--- config.mk ---
export PLATFORM = sky130hd
export DESIGN_NAME = lars_row_gen
export DESIGN_NICKNAME = d
export VERILOG_FILES = /design/src/rtl/lars_lane.sv /design/src/rtl/lars_row_gen.sv
export SDC_FILE = /design/constraint.sdc
export NUM_CORES = 1
export LEC_CHECK = 0
export BUFFER_PORTS_ARGS = -buffer_cell sky130_fd_sc_hd__buf_2
export CAP_MARGIN = 20
export CORE_ASPECT_RATIO = 1.25
export CORE_UTILIZATION = 50
export DETAILED_ROUTE_END_ITERATION = 12
export PLACE_DENSITY = 0.77
export SLEW_MARGIN = 25
export SYNTH_ARGS = -nofsm -noshare
export SYNTH_HDL_FRONTEND = slang
export SYNTH_SLANG_ARGS = --single-unit
--- constraint.sdc ---
create_clock -name vclk -period 5.6
set_clock_uncertainty 0.2 [all_clocks]
set_input_delay 0.56 -clock vclk [all_inputs]
set_output_delay 0.56 -clock vclk [all_outputs]
set_load 0.005 [all_outputs]
--- src/rtl/lars_lane.sv ---
// ----------------------------------------------------------------------------
// lars_lane
// One cell of the B3/S23 rule from its 3x3 neighborhood.
// ----------------------------------------------------------------------------
module lars_lane (
  input  logic [2:0] up,
  input  logic [2:0] mid,
  input  logic [2:0] dn,
  input  logic       en,
  output logic       alive
);

  logic [3:0] n;

  assign n = 4'(up[0]) + 4'(up[1]) + 4'(up[2])
           + 4'(mid[0]) + 4'(mid[2])
           + 4'(dn[0]) + 4'(dn[1]) + 4'(dn[2]);

  assign alive = en && ((n == 4'd3) || (mid[1] && (n == 4'd2)));

endmodule

--- src/rtl/lars_row_gen.sv ---
// ----------------------------------------------------------------------------
// lars_row_gen
// One lane per column; merges lane outputs into the next-generation row.
// ----------------------------------------------------------------------------
module lars_row_gen #(
  parameter int W = 64
) (
  input  logic [W-1:0] up,
  input  logic [W-1:0] mid,
  input  logic [W-1:0] dn,
  input  logic [W-1:0] mask,
  output logic [W-1:0] nxt
);

  logic [W+1:0] up_p;
  logic [W+1:0] mid_p;
  logic [W+1:0] dn_p;
  logic [W-1:0] lane_out;

  // pad one dead column at each edge
  assign up_p  = {1'b0, up  & mask, 1'b0};
  assign mid_p = {1'b0, mid & mask, 1'b0};
  assign dn_p  = {1'b0, dn  & mask, 1'b0};

  for (genvar j = 0; j < W; j++) begin : g_lane
    lars_lane u_lane (
      .up    (up_p[j+2:j]),
      .mid   (mid_p[j+2:j]),
      .dn    (dn_p[j+2:j]),
      .en    (mask[j]),
      .alive (lane_out[j])
    );
  end

  assign nxt = lane_out;

endmodule

==> metrics.md <==
| Metric | Value |
|---|---|
| Outcome | finished, final reports clean |
| HP Class | input pin to primary output |
| Non-Filler Instances | 2175 |
| Final HPWL DP | 25.9 mm |
| Final setup violation count | 0 |
| Row cnt | 66 |
| Area growth syn-to-layout | 11.7% |
| WL final | 26.9 mm |
| Worst Setup Slack, final | 1040 ps |
| Fin. Hold Viols | 0 |
| Mapped Nets | 2225 |
| CP endpoint kind | primary output |
| Initial Utilization | 51.0% |
| RD Place Congestion | 0.927 |
| Filler instances | 2354 |
| Hold_ws | 1240 ps |
| Critical Path Most Common Cell | fa_1 |
| Vias in the first global route | 11110 |
| Most frequent cells in the layout | inv_1 (474), buf_2 (320), fa_1 (252) |
| Inst Count DP | 2171 |
| Clock buffer count | 0 |
| Post-synthesis sequential area ratio | 0% |
| Nets@finish | 2483 |
| Max-slew violations | 0 |
| Die area | 27200 µm² |
| Max incr delay on CP | 530 ps |
| Cell taking the most area after synthesis | fa_1 |
| Total GRT Usage | 20.2% |
| Worst setup SP type | input pin |
| Fin Setup TNS | 0 ps |
| Worst slack at placement | 1040 ps |
| Maximum vdd drop | 0.0000770 V |
| PD cells | 128 nW/µm² |
| Starting DRT DRC Count | 204 |
| Port buffer count | 320 |
| Multi-input gate area | 11000 µm² |
| Crit path DAT | 3800 ps |
| Crit path kind | input pin to primary output |
| Max-cap violation count | 0 |
| Crit path required time | 4840 ps |
| Post-synth cell types | 30 |
| Warnings from Yosys | 0 |
| Commonest non-fill, non-tap cell in the layout | inv_1 |
| FF/Latch Area | 0 µm² |
| Fin crit share | 81.4% |
| Dpl cell area | 14800 µm² |
| Residual DRC | 0 |
| FFs & Latches | 0 |
| Hold buffers post-CTS | 0 |
| Syn_area_per_cell | 8.42 µm² |
| Fin area | 14800 µm² |
| Synth top area share | 38.0% |
| Die height | 184 µm |
| RSZ-0062 raised after global routing | no |
| Post-Syn Instances | 1575 |
| Layout cells sized above 1 | 20.6% |
| WL per Instance | 12.4 µm |
| Max_slew headroom | 75.7% |
| I/O pin count | 320 |
| Via count | 10574 |
| CTS-repair resized insts | 0 |
| Leakage | 8.27 nW |
| CP max FO | 4 |
| Slew @ Worst Pin | 364 ps |
| Global route overflow | 0 |
| Area contributors post-synth | fa_1 (38%), inv_1 (13%), ha_1 (13%), nand2_1 (4.8%), nand2b_1 (3.8%) |
| Largest net degree at the start of global routing | 6 |
| Synth Cell Area | 13300 µm² |
| Final Critical Period | 4560 ps |
| Die width | 148 µm |
| Initial DRT Pass Iterations | 5 |
| Initial antenna violation count | 4 |
| First-pass GRT wire length | 46.3 mm |
| Post-CTS Setup Inserts | 0 |
| CP cell instances | buf_2 -> and2_1 -> ha_1 -> inv_1 -> fa_1 -> inv_1 -> fa_1 -> inv_1 -> fa_1 -> fa_1 -> nand2b_1 -> a2111oi_4 -> buf_2 |
| Final ANT Viol Nets | 0 |
| Vias per inst | 4.86 |
| Worst path slowest cell | fa_1 |
| Area of the core | 26000 µm² |
| FMAX | 219 MHz |
logic make-up after synthesis:
logic type,after synthesis,synth area share (%)
buffers and inverters,538,17.0
AND/OR/NAND/NOR,484,19.7
adder cells (fa/ha/maj),394,51.4
AO/OA/AOI/OAI,106,8.36
XOR/XNOR,53,3.50
area by class of cell:
class / instances / share of cell area (%)
multi-input combinational: 1037 / 74.3
antenna: 4 / 0.0675
tap: 340 / 2.87
inverter: 474 / 12.0
timing repair buffer: 320 / 10.8
power breakdown:
part / switching [mW] / internal [mW] / total [mW]
registers: 0 / 0 / 0
logic: 1.01 / 0.878 / 1.89
clock network: 0 / 0.0000000955 / 0.0000000956
critical path, delay by kind of cell:
kind	cells	cell delay, ps
AND/OR/NAND/NOR	2	370
buffers and inverters	5	430
AO/OA/AOI/OAI	1	270
adder cells (fa/ha/maj)	5	2160
per-stage QoR:
| stage | util, % | power, mW |
|---|---|---|
| after global placement | 56.9 | 1.82 |
| after CTS | 56.9 | 1.93 |
| after floorplan | - | 1.52 |
| final | 57.0 | 1.89 |
| after global routing | 57.0 | 2.20 |
| after detailed placement | 56.9 | 1.91 |
synth_stat cells, drive strengths merged:
library cell,instances
a2111oi,19
a211o,1
a211oi,7
a21oi,8
a221oi,1
a31oi,53
and2,26
and2b,1
and3,1
buf,64
fa,252
ha,142
inv,474
nand2,173
nand2b,81
nand3b,8
nor2,94
nor2b,70
nor3,2
nor4b,27
o2111ai,7
o21ai,9
o221ai,1
or2,1
xnor2,52
xor2,1
metal layers:
layer	share of wire [%]	GRT usage [%]
met1	39	22.7
met2	56	41.5
met3	4.0	1.19
met4	1.4	3.38
met5	0	0
final timing paths:
path	start	end	slack, ps	cells after the start
setup / recovery	mask[3]	nxt[4]	1040	13
hold / removal	mask[0]	nxt[0]	1240	4
(Power assumes the default switching activity.)
